$ cat config.mk
export PLATFORM = sky130hd
export DESIGN_NAME = imu_tilt_rate_conditioner_flat
export DESIGN_NICKNAME = d
export VERILOG_FILES = /design/src/rtl/itrc_pkg.sv /design/src/rtl/itrc_if.sv /design/src/rtl/itrc_mac.sv /design/src/rtl/imu_tilt_rate_conditioner.sv /design/src/flat_wrapper.sv
export VERILOG_INCLUDE_DIRS = /design/src /design/src/rtl
export SDC_FILE = /design/constraint.sdc
export NUM_CORES = 2
export LEC_CHECK = 0
export BUFFER_PORTS_ARGS = -buffer_cell sky130_fd_sc_hd__buf_2
export CAP_MARGIN = 20
export CORE_UTILIZATION = 30
export DETAILED_ROUTE_END_ITERATION = 8
export REMOVE_ABC_BUFFERS = 1
export SLEW_MARGIN = 20
export SYNTH_ARGS = -nofsm -noshare
export SYNTH_HDL_FRONTEND = slang
export SYNTH_SLANG_ARGS = --single-unit
$ cat constraint.sdc
create_clock -name clock -period 13.3 [get_ports clock]
set_input_delay 0.665 -clock clock [delete_from_list [all_inputs] [get_ports clock]]
set_output_delay 0.665 -clock clock [all_outputs]
set_load 0.02 [all_outputs]
$ cat src/rtl/imu_tilt_rate_conditioner_defines.svh
// Assertion macros shared by the tilt and rate conditioner RTL.
// No dependencies; include by bare file name.
`ifndef IMU_TILT_RATE_CONDITIONER_DEFINES_SVH
`define IMU_TILT_RATE_CONDITIONER_DEFINES_SVH

// Same-cycle implication, disabled during reset.
`define ITRC_ASSERT_NOW(label, clk, rst, cond, prop, msg) \
   label: assert property (@(posedge clk) disable iff (rst) (cond) |-> (prop)) \
      else $error(msg);

// Next-cycle implication, disabled during reset.
`define ITRC_ASSERT_NEXT(label, clk, rst, cond, prop, msg) \
   label: assert property (@(posedge clk) disable iff (rst) (cond) |=> (prop)) \
      else $error(msg);

`endif

$ cat src/rtl/itrc_pkg.sv
// Shared types, register codes and constants for the tilt and rate conditioner.
// No dependencies; the interfaces, the unit and the top level use it by scoped names.
package itrc_pkg;

   // Default datapath widths
   localparam int SAMPLE_WIDTH_DEF = 16;
   localparam int STATE_WIDTH_DEF  = 24;

   // Fixed-point fraction bits of coefficients and gain
   localparam int COEF_FRAC = 16;
   localparam int GAIN_FRAC = 12;

   // Configuration port
   localparam int CSR_INDEX_WIDTH = 3;
   localparam int CSR_DATA_WIDTH  = 16;

   localparam logic [CSR_INDEX_WIDTH-1:0] CSR_ACCEL_LP_COEF  = 3'd0;
   localparam logic [CSR_INDEX_WIDTH-1:0] CSR_GYRO_HP_ENABLE = 3'd1;
   localparam logic [CSR_INDEX_WIDTH-1:0] CSR_GYRO_HP_COEF   = 3'd2;
   localparam logic [CSR_INDEX_WIDTH-1:0] CSR_GYRO_LP_COEF   = 3'd3;
   localparam logic [CSR_INDEX_WIDTH-1:0] CSR_GYRO_DEADZONE  = 3'd4;
   localparam logic [CSR_INDEX_WIDTH-1:0] CSR_GYRO_LIMIT     = 3'd5;
   localparam logic [CSR_INDEX_WIDTH-1:0] CSR_OUTPUT_GAIN    = 3'd6;

   // Register reset values
   localparam logic [15:0] ACCEL_LP_COEF_RST  = 16'd6554;
   localparam logic        GYRO_HP_ENABLE_RST = 1'b1;
   localparam logic [15:0] GYRO_HP_COEF_RST   = 16'd64000;
   localparam logic [15:0] GYRO_LP_COEF_RST   = 16'd13107;
   localparam logic [14:0] GYRO_DEADZONE_RST  = 15'd32;
   localparam logic [14:0] GYRO_LIMIT_RST     = 15'd16000;
   localparam logic [15:0] OUTPUT_GAIN_RST    = 16'd4096;

   // Multiply-add unit modes
   localparam logic [1:0] MODE_LP  = 2'd0;  // s + floor(d*c/2^16)
   localparam logic [1:0] MODE_HP  = 2'd1;  // floor(x*k/2^16), state saturation
   localparam logic [1:0] MODE_OUT = 2'd2;  // floor(s*gain/2^(12+frac)), sample saturation

   // Write-back destinations
   localparam logic [3:0] DEST_S1_ALONG   = 4'd0;
   localparam logic [3:0] DEST_S1_ACROSS  = 4'd1;
   localparam logic [3:0] DEST_S2_ALONG   = 4'd2;
   localparam logic [3:0] DEST_S2_ACROSS  = 4'd3;
   localparam logic [3:0] DEST_HP_OUT     = 4'd4;
   localparam logic [3:0] DEST_RLP_ALONG  = 4'd5;
   localparam logic [3:0] DEST_RLP_ACROSS = 4'd6;
   localparam logic [3:0] DEST_TILT_ALONG = 4'd7;
   localparam logic [3:0] DEST_TILT_ACROSS = 4'd8;
   localparam logic [3:0] DEST_RATE_ALONG = 4'd9;
   localparam logic [3:0] DEST_RATE_ACROSS = 4'd10;

   // Control word that travels with one operation through the unit
   typedef struct packed {
      logic       valid;
      logic [1:0] mode;
      logic [3:0] dest;
   } itrc_op_type;

endpackage

$ cat src/rtl/itrc_if.sv
// Valid/ready channel interfaces for IMU sample words and conditioned result words.
// Depends on itrc_pkg for the default sample width.
interface itrc_req_if #(
   parameter int WIDTH = itrc_pkg::SAMPLE_WIDTH_DEF
) ();
   logic                    valid;
   logic                    ready;
   logic signed [WIDTH-1:0] accel_along;
   logic signed [WIDTH-1:0] accel_across;
   logic signed [WIDTH-1:0] rate_along_raw;
   logic signed [WIDTH-1:0] rate_across_raw;

   modport source (
      output valid, accel_along, accel_across, rate_along_raw, rate_across_raw,
      input  ready
   );
   modport sink (
      input  valid, accel_along, accel_across, rate_along_raw, rate_across_raw,
      output ready
   );
endinterface

interface itrc_rsp_if #(
   parameter int WIDTH = itrc_pkg::SAMPLE_WIDTH_DEF
) ();
   logic                    valid;
   logic                    ready;
   logic signed [WIDTH-1:0] tilt_along;
   logic signed [WIDTH-1:0] tilt_across;
   logic signed [WIDTH-1:0] rate_along;
   logic signed [WIDTH-1:0] rate_across;

   modport source (
      output valid, tilt_along, tilt_across, rate_along, rate_across,
      input  ready
   );
   modport sink (
      input  valid, tilt_along, tilt_across, rate_along, rate_across,
      output ready
   );
endinterface

$ cat src/rtl/itrc_mac.sv
// Shared two-stage multiply, shift, add and saturate unit of the conditioner.
// Depends on itrc_pkg for the operation word, modes and fraction widths.
module itrc_mac #(
   parameter int SAMPLE_WIDTH = itrc_pkg::SAMPLE_WIDTH_DEF,
   parameter int STATE_WIDTH  = itrc_pkg::STATE_WIDTH_DEF
) (
   input  logic                          clock,
   input  logic                          reset,
   input  itrc_pkg::itrc_op_type         op_in,
   input  logic signed [STATE_WIDTH+1:0] opa_in,
   input  logic [15:0]                   opb_in,
   input  logic signed [STATE_WIDTH-1:0] addend_in,
   output itrc_pkg::itrc_op_type         op_out,
   output logic signed [STATE_WIDTH-1:0] result_out
);
   localparam int AW        = STATE_WIDTH + 2;
   localparam int PW        = AW + 17;
   localparam int FRAC      = STATE_WIDTH - SAMPLE_WIDTH;
   localparam int OUT_SHIFT = itrc_pkg::GAIN_FRAC + FRAC;

   localparam logic signed [PW:0] STATE_HI =
      $signed({{(PW + 2 - STATE_WIDTH){1'b0}}, {(STATE_WIDTH - 1){1'b1}}});
   localparam logic signed [PW:0] STATE_LO = ~STATE_HI;
   localparam logic signed [PW:0] SAMPLE_HI =
      $signed({{(PW + 2 - SAMPLE_WIDTH){1'b0}}, {(SAMPLE_WIDTH - 1){1'b1}}});
   localparam logic signed [PW:0] SAMPLE_LO = ~SAMPLE_HI;

   itrc_pkg::itrc_op_type         op_m_ff;
   logic signed [AW-1:0]          opa_ff;
   logic [15:0]                   opb_ff;
   logic signed [STATE_WIDTH-1:0] add_m_ff;

   itrc_pkg::itrc_op_type         op_w_ff;
   logic signed [PW-1:0]          prod_ff;
   logic signed [STATE_WIDTH-1:0] add_w_ff;

   logic signed [PW-1:0]          shifted;
   logic signed [PW:0]            sum;

   // Control: advance the operation word through both stages
   always_ff @(posedge clock) begin
      if (reset) begin
         op_m_ff <= '0;
         op_w_ff <= '0;
      end else begin
         op_m_ff <= op_in;
         op_w_ff <= op_m_ff;
      end
   end

   // Operand capture, then the product
   always_ff @(posedge clock) begin
      opa_ff   <= opa_in;
      opb_ff   <= opb_in;
      add_m_ff <= addend_in;
      prod_ff  <= opa_ff * $signed({1'b0, opb_ff});
      add_w_ff <= add_m_ff;
   end

   // Floor shift of the product and addition of the state term
   always_comb begin
      if (op_w_ff.mode == itrc_pkg::MODE_OUT) begin
         shifted = prod_ff >>> OUT_SHIFT;
      end else begin
         shifted = prod_ff >>> itrc_pkg::COEF_FRAC;
      end
      sum = (PW + 1)'(shifted) + (PW + 1)'(add_w_ff);
   end

   // Saturate per mode; the low-pass mode and unknown modes keep the low bits of the sum
   always_comb begin
      case (op_w_ff.mode)
         itrc_pkg::MODE_LP: begin
            result_out = sum[STATE_WIDTH-1:0];
         end
         itrc_pkg::MODE_HP: begin
            if (sum > STATE_HI) begin
               result_out = STATE_WIDTH'(STATE_HI);
            end else if (sum < STATE_LO) begin
               result_out = STATE_WIDTH'(STATE_LO);
            end else begin
               result_out = STATE_WIDTH'(sum);
            end
         end
         itrc_pkg::MODE_OUT: begin
            if (sum > SAMPLE_HI) begin
               result_out = STATE_WIDTH'(SAMPLE_HI);
            end else if (sum < SAMPLE_LO) begin
               result_out = STATE_WIDTH'(SAMPLE_LO);
            end else begin
               result_out = STATE_WIDTH'(sum);
            end
         end
         default: begin
            result_out = sum[STATE_WIDTH-1:0];
         end
      endcase
   end

   assign op_out = op_w_ff;

endmodule

$ cat src/rtl/imu_tilt_rate_conditioner.sv
// IMU tilt and rate conditioner: one request word in, one response word out.
// Each word runs eleven multiply-adds (ten with the high-pass filter off) in sequence
// through one shared two-stage unit. The request side is not ready while a word is
// in work; a finished response waits in its own register while the next request is
// accepted. Synchronous active-high reset clears filter state, primed flag and response
// valid, idles the sequencer and loads the configuration registers with reset values.
`include "imu_tilt_rate_conditioner_defines.svh"

module imu_tilt_rate_conditioner #(
   parameter int SAMPLE_WIDTH = itrc_pkg::SAMPLE_WIDTH_DEF,
   parameter int STATE_WIDTH  = itrc_pkg::STATE_WIDTH_DEF
) (
   input  logic                                 clock,
   input  logic                                 reset,
   itrc_req_if.sink                             req_port,
   itrc_rsp_if.source                           rsp_port,
   input  logic                                 csr_we,
   input  logic [itrc_pkg::CSR_INDEX_WIDTH-1:0] csr_index,
   input  logic [itrc_pkg::CSR_DATA_WIDTH-1:0]  csr_wdata
);
   localparam int W    = SAMPLE_WIDTH;
   localparam int S    = STATE_WIDTH;
   localparam int FRAC = S - W;
   localparam int AW   = S + 2;
   localparam int DW   = S + 17;

   // 1.2 g in the sample format, rounded to nearest
   localparam logic signed [W-1:0] ACL_HI = W'(((12 << (W - 2)) + 5) / 10);
   localparam logic signed [W-1:0] ACL_LO = -ACL_HI;

   // Sequencer states and steps
   localparam logic [1:0] ST_IDLE = 2'd0;
   localparam logic [1:0] ST_RUN  = 2'd1;
   localparam logic [1:0] ST_DONE = 2'd2;

   localparam logic [3:0] STEP_PREP      = 4'd0;
   localparam logic [3:0] STEP_S1_ALONG  = 4'd1;
   localparam logic [3:0] STEP_S1_ACROSS = 4'd2;
   localparam logic [3:0] STEP_HP        = 4'd3;
   localparam logic [3:0] STEP_S2_ALONG  = 4'd4;
   localparam logic [3:0] STEP_S2_ACROSS = 4'd5;
   localparam logic [3:0] STEP_RLP_ALONG = 4'd6;
   localparam logic [3:0] STEP_RLP_ACROSS = 4'd7;
   localparam logic [3:0] STEP_O_TALONG  = 4'd8;
   localparam logic [3:0] STEP_O_TACROSS = 4'd9;
   localparam logic [3:0] STEP_O_RALONG  = 4'd10;
   localparam logic [3:0] STEP_O_RACROSS = 4'd11;
   localparam logic [3:0] STEP_LAST      = 4'd13;

   // Configuration registers
   logic [15:0] accel_lp_coef_ff;
   logic        gyro_hp_enable_ff;
   logic [15:0] gyro_hp_coef_ff;
   logic [15:0] gyro_lp_coef_ff;
   logic [14:0] gyro_deadzone_ff;
   logic [14:0] gyro_limit_ff;
   logic [15:0] output_gain_ff;

   // Sequencer
   logic [1:0] state_ff, state_in;
   logic [3:0] step_ff, step_in;
   logic       req_take;
   logic       rsp_load;
   logic       rsp_valid_ff, rsp_valid_in;

   // Captured request word
   logic signed [W-1:0] in_al_ff, in_ac_ff, in_ral_ff, in_rac_ff;

   // Filter state and per-word temporaries
   logic                primed_ff;
   logic signed [S-1:0] s1_al_ff, s1_ac_ff, s2_al_ff, s2_ac_ff;
   logic signed [W-1:0] hp_in_ff;
   logic signed [S-1:0] hp_out_ff, rlp_al_ff, rlp_ac_ff;
   logic signed [S-1:0] acl_al_ff, acl_ac_ff, dz_al_ff, dz_ac_ff;
   logic signed [S-1:0] acl_al_now, acl_ac_now, gyro_across;

   // Staged results and response register
   logic signed [W-1:0] res_tal_ff, res_tac_ff, res_ral_ff, res_rac_ff;
   logic signed [W-1:0] rsp_tal_ff, rsp_tac_ff, rsp_ral_ff, rsp_rac_ff;

   // Shared unit connections
   itrc_pkg::itrc_op_type op_issue, op_done;
   logic signed [AW-1:0]  opa;
   logic [15:0]           opb;
   logic signed [S-1:0]   addend;
   logic signed [S-1:0]   mac_result;

   // Clamp an accel sample to 1.2 g and move it to the state format
   function automatic logic signed [S-1:0] clamp_accel(input logic signed [W-1:0] v);
      logic signed [W-1:0] c;
      if (v > ACL_HI) begin
         c = ACL_HI;
      end else if (v < ACL_LO) begin
         c = ACL_LO;
      end else begin
         c = v;
      end
      return S'(c) <<< FRAC;
   endfunction

   // Shrinking deadzone followed by the symmetric limit, both in state format
   function automatic logic signed [S-1:0] dead_clamp(input logic signed [S-1:0] v,
                                                      input logic [14:0] dz,
                                                      input logic [14:0] lim);
      logic signed [DW-1:0] vx, d, l, r;
      vx = DW'(v);
      d  = $signed({{(DW - 15){1'b0}}, dz}) <<< FRAC;
      l  = $signed({{(DW - 15){1'b0}}, lim}) <<< FRAC;
      if (vx < d && vx > -d) begin
         r = '0;
      end else if (vx > 0) begin
         r = vx - d;
      end else begin
         r = vx + d;
      end
      if (r > l) begin
         r = l;
      end else if (r < -l) begin
         r = -l;
      end
      return r[S-1:0];
   endfunction

   // Configuration writes; unknown index is dropped
   always_ff @(posedge clock) begin
      if (reset) begin
         accel_lp_coef_ff  <= itrc_pkg::ACCEL_LP_COEF_RST;
         gyro_hp_enable_ff <= itrc_pkg::GYRO_HP_ENABLE_RST;
         gyro_hp_coef_ff   <= itrc_pkg::GYRO_HP_COEF_RST;
         gyro_lp_coef_ff   <= itrc_pkg::GYRO_LP_COEF_RST;
         gyro_deadzone_ff  <= itrc_pkg::GYRO_DEADZONE_RST;
         gyro_limit_ff     <= itrc_pkg::GYRO_LIMIT_RST;
         output_gain_ff    <= itrc_pkg::OUTPUT_GAIN_RST;
      end else if (csr_we) begin
         case (csr_index)
            itrc_pkg::CSR_ACCEL_LP_COEF:  accel_lp_coef_ff  <= csr_wdata[15:0];
            itrc_pkg::CSR_GYRO_HP_ENABLE: gyro_hp_enable_ff <= csr_wdata[0];
            itrc_pkg::CSR_GYRO_HP_COEF:   gyro_hp_coef_ff   <= csr_wdata[15:0];
            itrc_pkg::CSR_GYRO_LP_COEF:   gyro_lp_coef_ff   <= csr_wdata[15:0];
            itrc_pkg::CSR_GYRO_DEADZONE:  gyro_deadzone_ff  <= csr_wdata[14:0];
            itrc_pkg::CSR_GYRO_LIMIT:     gyro_limit_ff     <= csr_wdata[14:0];
            itrc_pkg::CSR_OUTPUT_GAIN:    output_gain_ff    <= csr_wdata[15:0];
            default: begin
            end
         endcase
      end
   end

   // Sequencer: idle, step through the schedule, then hand off the response word
   assign req_port.ready = (state_ff == ST_IDLE);
   assign req_take       = req_port.valid && (state_ff == ST_IDLE);
   assign rsp_load       = (state_ff == ST_DONE) && (!rsp_valid_ff || rsp_port.ready);

   always_comb begin
      state_in = state_ff;
      step_in  = step_ff;
      case (state_ff)
         ST_IDLE: begin
            if (req_take) begin
               state_in = ST_RUN;
               step_in  = STEP_PREP;
            end
         end
         ST_RUN: begin
            if (step_ff == STEP_LAST) begin
               state_in = ST_DONE;
               step_in  = STEP_PREP;
            end else begin
               step_in = step_ff + 4'd1;
            end
         end
         ST_DONE: begin
            if (rsp_load) begin
               state_in = ST_IDLE;
            end
         end
         default: begin
            state_in = ST_IDLE;
            step_in  = STEP_PREP;
         end
      endcase
   end

   always_comb begin
      if (rsp_load) begin
         rsp_valid_in = 1'b1;
      end else if (rsp_port.ready) begin
         rsp_valid_in = 1'b0;
      end else begin
         rsp_valid_in = rsp_valid_ff;
      end
   end

   always_ff @(posedge clock) begin
      if (reset) begin
         state_ff     <= ST_IDLE;
         step_ff      <= STEP_PREP;
         rsp_valid_ff <= 1'b0;
      end else begin
         state_ff     <= state_in;
         step_ff      <= step_in;
         rsp_valid_ff <= rsp_valid_in;
      end
   end

   // Capture the request word
   always_ff @(posedge clock) begin
      if (req_take) begin
         in_al_ff  <= req_port.accel_along;
         in_ac_ff  <= req_port.accel_across;
         in_ral_ff <= req_port.rate_along_raw;
         in_rac_ff <= req_port.rate_across_raw;
      end
   end

   assign acl_al_now  = clamp_accel(in_al_ff);
   assign acl_ac_now  = clamp_accel(in_ac_ff);
   assign gyro_across = gyro_hp_enable_ff ? hp_out_ff : (S'(in_rac_ff) <<< FRAC);

   // Issue each step's operation to the shared unit; none in the prep and tail steps
   always_comb begin
      op_issue = '0;
      opa      = '0;
      opb      = '0;
      addend   = '0;
      if (state_ff == ST_RUN) begin
         case (step_ff)
            STEP_S1_ALONG: begin
               op_issue = '{valid: 1'b1, mode: itrc_pkg::MODE_LP,
                            dest: itrc_pkg::DEST_S1_ALONG};
               opa      = AW'(acl_al_ff) - AW'(s1_al_ff);
               opb      = accel_lp_coef_ff;
               addend   = s1_al_ff;
            end
            STEP_S1_ACROSS: begin
               op_issue = '{valid: 1'b1, mode: itrc_pkg::MODE_LP,
                            dest: itrc_pkg::DEST_S1_ACROSS};
               opa      = AW'(acl_ac_ff) - AW'(s1_ac_ff);
               opb      = accel_lp_coef_ff;
               addend   = s1_ac_ff;
            end
            STEP_HP: begin
               op_issue = '{valid: gyro_hp_enable_ff, mode: itrc_pkg::MODE_HP,
                            dest: itrc_pkg::DEST_HP_OUT};
               opa      = AW'(hp_out_ff) + ((AW'(in_rac_ff) - AW'(hp_in_ff)) <<< FRAC);
               opb      = gyro_hp_coef_ff;
            end
            STEP_S2_ALONG: begin
               op_issue = '{valid: 1'b1, mode: itrc_pkg::MODE_LP,
                            dest: itrc_pkg::DEST_S2_ALONG};
               opa      = AW'(s1_al_ff) - AW'(s2_al_ff);
               opb      = accel_lp_coef_ff;
               addend   = s2_al_ff;
            end
            STEP_S2_ACROSS: begin
               op_issue = '{valid: 1'b1, mode: itrc_pkg::MODE_LP,
                            dest: itrc_pkg::DEST_S2_ACROSS};
               opa      = AW'(s1_ac_ff) - AW'(s2_ac_ff);
               opb      = accel_lp_coef_ff;
               addend   = s2_ac_ff;
            end
            STEP_RLP_ALONG: begin
               op_issue = '{valid: 1'b1, mode: itrc_pkg::MODE_LP,
                            dest: itrc_pkg::DEST_RLP_ALONG};
               opa      = AW'(dz_al_ff) - AW'(rlp_al_ff);
               opb      = gyro_lp_coef_ff;
               addend   = rlp_al_ff;
            end
            STEP_RLP_ACROSS: begin
               op_issue = '{valid: 1'b1, mode: itrc_pkg::MODE_LP,
                            dest: itrc_pkg::DEST_RLP_ACROSS};
               opa      = AW'(dz_ac_ff) - AW'(rlp_ac_ff);
               opb      = gyro_lp_coef_ff;
               addend   = rlp_ac_ff;
            end
            STEP_O_TALONG: begin
               op_issue = '{valid: 1'b1, mode: itrc_pkg::MODE_OUT,
                            dest: itrc_pkg::DEST_TILT_ALONG};
               opa      = AW'(s2_al_ff);
               opb      = output_gain_ff;
            end
            STEP_O_TACROSS: begin
               op_issue = '{valid: 1'b1, mode: itrc_pkg::MODE_OUT,
                            dest: itrc_pkg::DEST_TILT_ACROSS};
               opa      = AW'(s2_ac_ff);
               opb      = output_gain_ff;
            end
            STEP_O_RALONG: begin
               op_issue = '{valid: 1'b1, mode: itrc_pkg::MODE_OUT,
                            dest: itrc_pkg::DEST_RATE_ALONG};
               opa      = AW'(rlp_al_ff);
               opb      = output_gain_ff;
            end
            STEP_O_RACROSS: begin
               op_issue = '{valid: 1'b1, mode: itrc_pkg::MODE_OUT,
                            dest: itrc_pkg::DEST_RATE_ACROSS};
               opa      = AW'(rlp_ac_ff);
               opb      = output_gain_ff;
            end
            default: begin
            end
         endcase
      end
   end

   itrc_mac #(
      .SAMPLE_WIDTH (SAMPLE_WIDTH),
      .STATE_WIDTH  (STATE_WIDTH)
   ) u_mac (
      .clock      (clock),
      .reset      (reset),
      .op_in      (op_issue),
      .opa_in     (opa),
      .opb_in     (opb),
      .addend_in  (addend),
      .op_out     (op_done),
      .result_out (mac_result)
   );

   // Filter state: prime on the first word, track the high-pass input, write back results
   always_ff @(posedge clock) begin
      if (reset) begin
         primed_ff <= 1'b0;
         s1_al_ff  <= '0;
         s1_ac_ff  <= '0;
         s2_al_ff  <= '0;
         s2_ac_ff  <= '0;
         hp_in_ff  <= '0;
         hp_out_ff <= '0;
         rlp_al_ff <= '0;
         rlp_ac_ff <= '0;
      end else begin
         if (state_ff == ST_RUN && step_ff == STEP_PREP && !primed_ff) begin
            s1_al_ff  <= acl_al_now;
            s2_al_ff  <= acl_al_now;
            s1_ac_ff  <= acl_ac_now;
            s2_ac_ff  <= acl_ac_now;
            hp_in_ff  <= in_rac_ff;
            primed_ff <= 1'b1;
         end
         if (state_ff == ST_RUN && step_ff == STEP_HP && gyro_hp_enable_ff) begin
            hp_in_ff <= in_rac_ff;
         end
         if (op_done.valid) begin
            case (op_done.dest)
               itrc_pkg::DEST_S1_ALONG:   s1_al_ff  <= mac_result;
               itrc_pkg::DEST_S1_ACROSS:  s1_ac_ff  <= mac_result;
               itrc_pkg::DEST_S2_ALONG:   s2_al_ff  <= mac_result;
               itrc_pkg::DEST_S2_ACROSS:  s2_ac_ff  <= mac_result;
               itrc_pkg::DEST_HP_OUT:     hp_out_ff <= mac_result;
               itrc_pkg::DEST_RLP_ALONG:  rlp_al_ff <= mac_result;
               itrc_pkg::DEST_RLP_ACROSS: rlp_ac_ff <= mac_result;
               default: begin
               end
            endcase
         end
      end
   end

   // Per-word temporaries and deadzones, staged results and the response register
   always_ff @(posedge clock) begin
      if (state_ff == ST_RUN && step_ff == STEP_PREP) begin
         acl_al_ff <= acl_al_now;
         acl_ac_ff <= acl_ac_now;
         dz_al_ff  <= dead_clamp(S'(in_ral_ff) <<< FRAC, gyro_deadzone_ff, gyro_limit_ff);
      end
      if (state_ff == ST_RUN && step_ff == STEP_RLP_ALONG) begin
         dz_ac_ff <= dead_clamp(gyro_across, gyro_deadzone_ff, gyro_limit_ff);
      end
      if (op_done.valid) begin
         case (op_done.dest)
            itrc_pkg::DEST_TILT_ALONG:  res_tal_ff <= mac_result[W-1:0];
            itrc_pkg::DEST_TILT_ACROSS: res_tac_ff <= mac_result[W-1:0];
            itrc_pkg::DEST_RATE_ALONG:  res_ral_ff <= mac_result[W-1:0];
            itrc_pkg::DEST_RATE_ACROSS: res_rac_ff <= mac_result[W-1:0];
            default: begin
            end
         endcase
      end
      if (rsp_load) begin
         rsp_tal_ff <= res_tal_ff;
         rsp_tac_ff <= res_tac_ff;
         rsp_ral_ff <= res_ral_ff;
         rsp_rac_ff <= res_rac_ff;
      end
   end

   // Response word
   assign rsp_port.valid       = rsp_valid_ff;
   assign rsp_port.tilt_along  = rsp_tal_ff;
   assign rsp_port.tilt_across = rsp_tac_ff;
   assign rsp_port.rate_along  = rsp_ral_ff;
   assign rsp_port.rate_across = rsp_rac_ff;

   // Checks
   `ITRC_ASSERT_NEXT(a_take_starts_run, clock, reset, req_take,
      state_ff == ST_RUN && step_ff == STEP_PREP, "accepted word did not start the sequence")
   `ITRC_ASSERT_NOW(a_writeback_in_run, clock, reset, op_done.valid,
      state_ff == ST_RUN, "unit result outside the sequence")
   `ITRC_ASSERT_NEXT(a_load_shows_rsp, clock, reset, rsp_load,
      rsp_valid_ff && state_ff == ST_IDLE, "finished word not presented")

endmodule
$ cat src/flat_wrapper.sv
// flat-port wrapper written by rule: the top's interface ports become plain ports
module imu_tilt_rate_conditioner_flat 
#(
   parameter int SAMPLE_WIDTH = itrc_pkg::SAMPLE_WIDTH_DEF,
   parameter int STATE_WIDTH  = itrc_pkg::STATE_WIDTH_DEF
)
  (clock, reset, csr_we, csr_index, csr_wdata, req_port_valid, req_port_accel_along, req_port_accel_across, req_port_rate_along_raw, req_port_rate_across_raw, req_port_ready, rsp_port_valid, rsp_port_tilt_along, rsp_port_tilt_across, rsp_port_rate_along, rsp_port_rate_across, rsp_port_ready);
  itrc_req_if req_port_i ();
  itrc_rsp_if rsp_port_i ();
  input  logic clock;
  input  logic reset;
  input  logic csr_we;
  input  logic [itrc_pkg::CSR_INDEX_WIDTH-1:0] csr_index;
  input  logic [itrc_pkg::CSR_DATA_WIDTH-1:0] csr_wdata;
  input wire logic [$bits(req_port_i.valid)-1:0] req_port_valid;
  input wire logic [$bits(req_port_i.accel_along)-1:0] req_port_accel_along;
  input wire logic [$bits(req_port_i.accel_across)-1:0] req_port_accel_across;
  input wire logic [$bits(req_port_i.rate_along_raw)-1:0] req_port_rate_along_raw;
  input wire logic [$bits(req_port_i.rate_across_raw)-1:0] req_port_rate_across_raw;
  output wire logic [$bits(req_port_i.ready)-1:0] req_port_ready;
  output wire logic [$bits(rsp_port_i.valid)-1:0] rsp_port_valid;
  output wire logic [$bits(rsp_port_i.tilt_along)-1:0] rsp_port_tilt_along;
  output wire logic [$bits(rsp_port_i.tilt_across)-1:0] rsp_port_tilt_across;
  output wire logic [$bits(rsp_port_i.rate_along)-1:0] rsp_port_rate_along;
  output wire logic [$bits(rsp_port_i.rate_across)-1:0] rsp_port_rate_across;
  input wire logic [$bits(rsp_port_i.ready)-1:0] rsp_port_ready;
  assign req_port_i.valid = req_port_valid;
  assign req_port_i.accel_along = req_port_accel_along;
  assign req_port_i.accel_across = req_port_accel_across;
  assign req_port_i.rate_along_raw = req_port_rate_along_raw;
  assign req_port_i.rate_across_raw = req_port_rate_across_raw;
  assign req_port_ready = req_port_i.ready;
  assign rsp_port_valid = rsp_port_i.valid;
  assign rsp_port_tilt_along = rsp_port_i.tilt_along;
  assign rsp_port_tilt_across = rsp_port_i.tilt_across;
  assign rsp_port_rate_along = rsp_port_i.rate_along;
  assign rsp_port_rate_across = rsp_port_i.rate_across;
  assign rsp_port_i.ready = rsp_port_ready;
  imu_tilt_rate_conditioner #(.SAMPLE_WIDTH(SAMPLE_WIDTH), .STATE_WIDTH(STATE_WIDTH)) u_core (.clock(clock), .reset(reset), .req_port(req_port_i), .rsp_port(rsp_port_i), .csr_we(csr_we), .csr_index(csr_index), .csr_wdata(csr_wdata));
endmodule
==> out/qor.yml <==
power_and_ir_drop:
  intPower_mw: 3.98
  switching_share_pct: 29.7
  p_comb_share_pct: 18.0
  power_switching_mw: 1.68
  ir_worst_vdd_v: 0.000106
  p_seq_share_pct: 40.6
  leakagePower_nw: 25.5
  total_power_mw: 5.67
  power_density_nw_per_um2: 90.3
  pwr-share-clk_pct: 41.4
sta:
  tns_ns: 0
  maxSlewHeadroom_pct: 16.5
  slew_violations: 0
  skew_ns: 0.0593
  tightest_slew_ns: 1.24
  finalSetupViolCount: 0
  rsz0062_at_grt: "false"
  fmax_ghz: 0.117
  finalCritPeriodShare_pct: 64.2
  final.min_clock_period_ns: 8.53
  finalHoldViolCount: 0
yosys:
  synth-edff-count: 264
  synth_area_um2: 56200
  synth_cells: 6318
  post_synth.cell_area_avg_um2: 8.90
  yosys.area.top_type_share_pct: 14.9
  async_flop_share_pct: 0
  synth.area.top_cells: "dfxtp_1 15%, fa_1 15%, edfxtp_1 14%, ha_1 11%, inv_1 5.0%"
  ys_ff_latch: 682
  synth_top_area_cell: "dfxtp_1"
  synth_cell_types: 93
  synth_ff_type: "dfxtp_1"
  ys_warn_count: 0
  ys_seq_area_share_pct: 29.0
setup_path:
  r2r-start: "u_core.gyro_hp_enable_ff"
  cp_common_cell: "a21o_1"
  worstPathMaxFanout: 34
  start_kind: "flop"
  required_ns: 13.68
  worstSetupPathType: "flop to flop"
  worstPathArrival_ns: 8.92
  rr_worst_depth: 25
  ff2ff_setup_slack_ns: 4.77
  reg2reg_to: "u_core.dz_ac_ff[8]"
  max_stage_delay_ns: 0.96
  crit_path_top_delay_cell: "dfxtp_2"
  cp-end-kind: "flop"
floorplan:
  die-area_um2: 189000
  die_w_um: 435
  core_area_um2: 186000
  start_util_pct: 30.3
  row_count: 158
  die_h_um: 435
  ioPinCount: 154
detailed_routing:
  vias: 47424
  post-route-drc-count: 0
  antenna_left: 0
  drt_pass1_iterations: 6
  drtIter0Drc: 4302
  routedWlPerCell_um: 21.4
  vias_per_cell: 5.32
  routed_wl_mm: 191
placement:
  numPortBuffers: 153
  globalplace.congestion: 0.978
  placed_area_um2: 59800
  place_hpwl_mm: 147
  dp.cells: 8751
finish:
  final_cells: 8909
  design_area_um2: 62800
  nets: 7353
  area_growth_pct: 11.6
  layout-drive-gt1-share_pct: 7.80
  post-route-util_pct: 33.8
flow_run:
  cap_viol_max_count: 0
min_path:
  whs_endpoint: "u_core.in_rac_ff[13]"
  min_path_type: "input port to flop"
  min-delay-start: "req_port_rate_across_raw[13]"
  whs_path_depth: 1
clock_network:
  cts_tree: "built"
  clock-root-buffer: "clkbuf_16"
  cts_hold_buf: 0
  clk_pin_slew_ns: 0.06
  postCtsSetupRepairBufs: 0
  cts_max_path_buffers: 3
  clk_latency_ns: 0.72
  cts_buffers: 80
  cts_sinks: 682
  cts_resized: 0
  ctsHtreeMaxLevel: 3
global_route:
  grt_usage_pct: 19.8
  grt_pass1_wl_mm: 291
  antenna_found_initial: 13
  grt_max_degree: 77
  first_global_vias: 47067
  overflow: 0
outcome:
  status: "completed"
cell usage in the layout (no fill, tap or decap), types with 15 or more instances in the layout:
| cell | synthesis | final |
|---|---|---|
| inv_1 | 754 | 753 |
| nand2_1 | 746 | 746 |
| ha_1 | 496 | 496 |
| a21oi_1 | 432 | 428 |
| dfxtp_1 | 418 | 417 |
| fa_1 | 413 | 413 |
| nor2_1 | 358 | 348 |
| edfxtp_1 | 264 | 264 |
| o21ai_0 | 237 | 237 |
| and2_1 | 196 | 195 |
| xnor2_1 | 164 | 164 |
| buf_2 | 7 | 152 |
| nand3_1 | 124 | 124 |
| nor3_1 | 121 | 110 |
| nand2b_1 | 86 | 86 |
| buf_4 | 3 | 86 |
| o22ai_1 | 84 | 84 |
| a21o_1 | 82 | 82 |
| clkbuf_16 | 0 | 81 |
| a211oi_1 | 79 | 79 |
| xor2_1 | 71 | 71 |
| o211ai_1 | 61 | 61 |
| a221oi_1 | 61 | 61 |
| nor2b_1 | 61 | 58 |
| a31oi_1 | 50 | 50 |
| a22oi_1 | 49 | 49 |
| mux2i_1 | 49 | 47 |
| nand4_1 | 43 | 43 |
| o21a_1 | 42 | 42 |
| nor4_1 | 39 | 37 |
| mux2_2 | 37 | 37 |
| or3_1 | 36 | 36 |
| o21bai_1 | 35 | 35 |
| a222oi_1 | 33 | 33 |
| and3_1 | 27 | 27 |
| o31ai_1 | 16 | 15 |
| or2_2 | 15 | 15 |
| clkbuf_1 | 263 | 15 |
stage by stage:
step           hold slack, ns  setup slack (ns)
3_3_place_gp            0.312              4.57
2_1_floorplan           0.310              4.56
6_report                0.128              4.77
3_5_place_dp            0.314              4.59
4_1_cts                0.0836              4.53
5_1_grt                 0.100              4.26
routing by layer:
metal  up-vias  share of wire [%]  GRT usage, %
met3       390                6.5          2.55
met2      1725                 47          32.7
met1     23375                 43          26.5
met5         -              0.024             0
met4         8                3.7          7.00
li1      21926                  -             -
power groups by stage:
stage / clock, mW / sequential [mW] / combinational [mW]
floorplan: 0 / 2.31 / 0.684
global placement: 0 / 2.34 / 0.978
detailed placement: 0 / 2.34 / 0.991
CTS: 2.39 / 2.30 / 0.997
global route: 2.47 / 2.30 / 1.11
finish: 2.35 / 2.30 / 1.02
critical path: cells and delay by family, from the launching register on:
kind,cells,cell delay (ns)
compound gates,12,2.37
fa+ha+maj,2,0.77
buf+inv,4,1.34
flops,1,0.96
mux,3,1.16
simple gates,4,1.55
registers in the layout, summed over array words and instances (netlist names), 24 cells and up:
| name | cells |
|---|---|
| u_core.u_mac.opa_ff | 26 |
| u_core.s2_al_ff | 24 |
| u_core.hp_out_ff | 24 |
| u_core.u_mac.add_w_ff | 24 |
| u_core.dz_ac_ff | 24 |
| u_core.u_mac.add_m_ff | 24 |
| u_core.rlp_ac_ff | 24 |
| u_core.s1_ac_ff | 24 |
| u_core.s1_al_ff | 24 |
| u_core.u_mac.prod_ff | 27 |
| u_core.s2_ac_ff | 24 |
| u_core.rlp_al_ff | 24 |
Yosys cell counts (71+ instances only):
master,instances
a21oi_1,432
fa_1,413
nand2b_1,86
a21o_1,82
clkbuf_1,263
nor2_1,358
xnor2_1,164
a211oi_1,79
nand2_1,746
and2_1,196
nor3_1,121
o22ai_1,84
xor2_1,71
nand3_1,124
edfxtp_1,264
o21ai_0,237
ha_1,496
dfxtp_1,418
inv_1,754
final cells by class:
class,count,area (um2)
inverters,755,2830
repair buffers,242,1470
fillers,19163,123000
well taps,2480,3100
flip-flops and latches,682,16300
multi-input cells,4595,36200
clock inverters,42,598
diodes,5,12.5
clock buffers,108,2250
kinds of logic (layout without fill, tap and decap cells):
logic type / after synthesis / after routing / share of synthesized area [%]
buffers and inverters: 1041 / 1147 / 6.99
AND/OR/NAND/NOR: 1918 / 1918 / 16.2
adder cells (fa/ha/maj): 911 / 911 / 25.8
flip-flops: 682 / 682 / 29.0
multiplexers: 86 / 86 / 1.61
other: 0 / 5 / 0
AO/OA/AOI/OAI: 1445 / 1445 / 16.8
XOR/XNOR: 235 / 235 / 3.66
how the worst max path moves through the flow:
stage,startpoint,endpoint,cells after the start
floorplan,u_core.gyro_hp_enable_ff,u_core.dz_ac_ff[0],22
global placement,u_core.gyro_hp_enable_ff,u_core.dz_ac_ff[3],24
detailed placement,u_core.gyro_hp_enable_ff,u_core.dz_ac_ff[1],24
CTS,u_core.gyro_hp_enable_ff,u_core.dz_ac_ff[1],24
global route,u_core.gyro_hp_enable_ff,u_core.dz_ac_ff[8],25
finish,u_core.gyro_hp_enable_ff,u_core.dz_ac_ff[8],25
No activity file was read; power rests on OpenSTA's default activity.
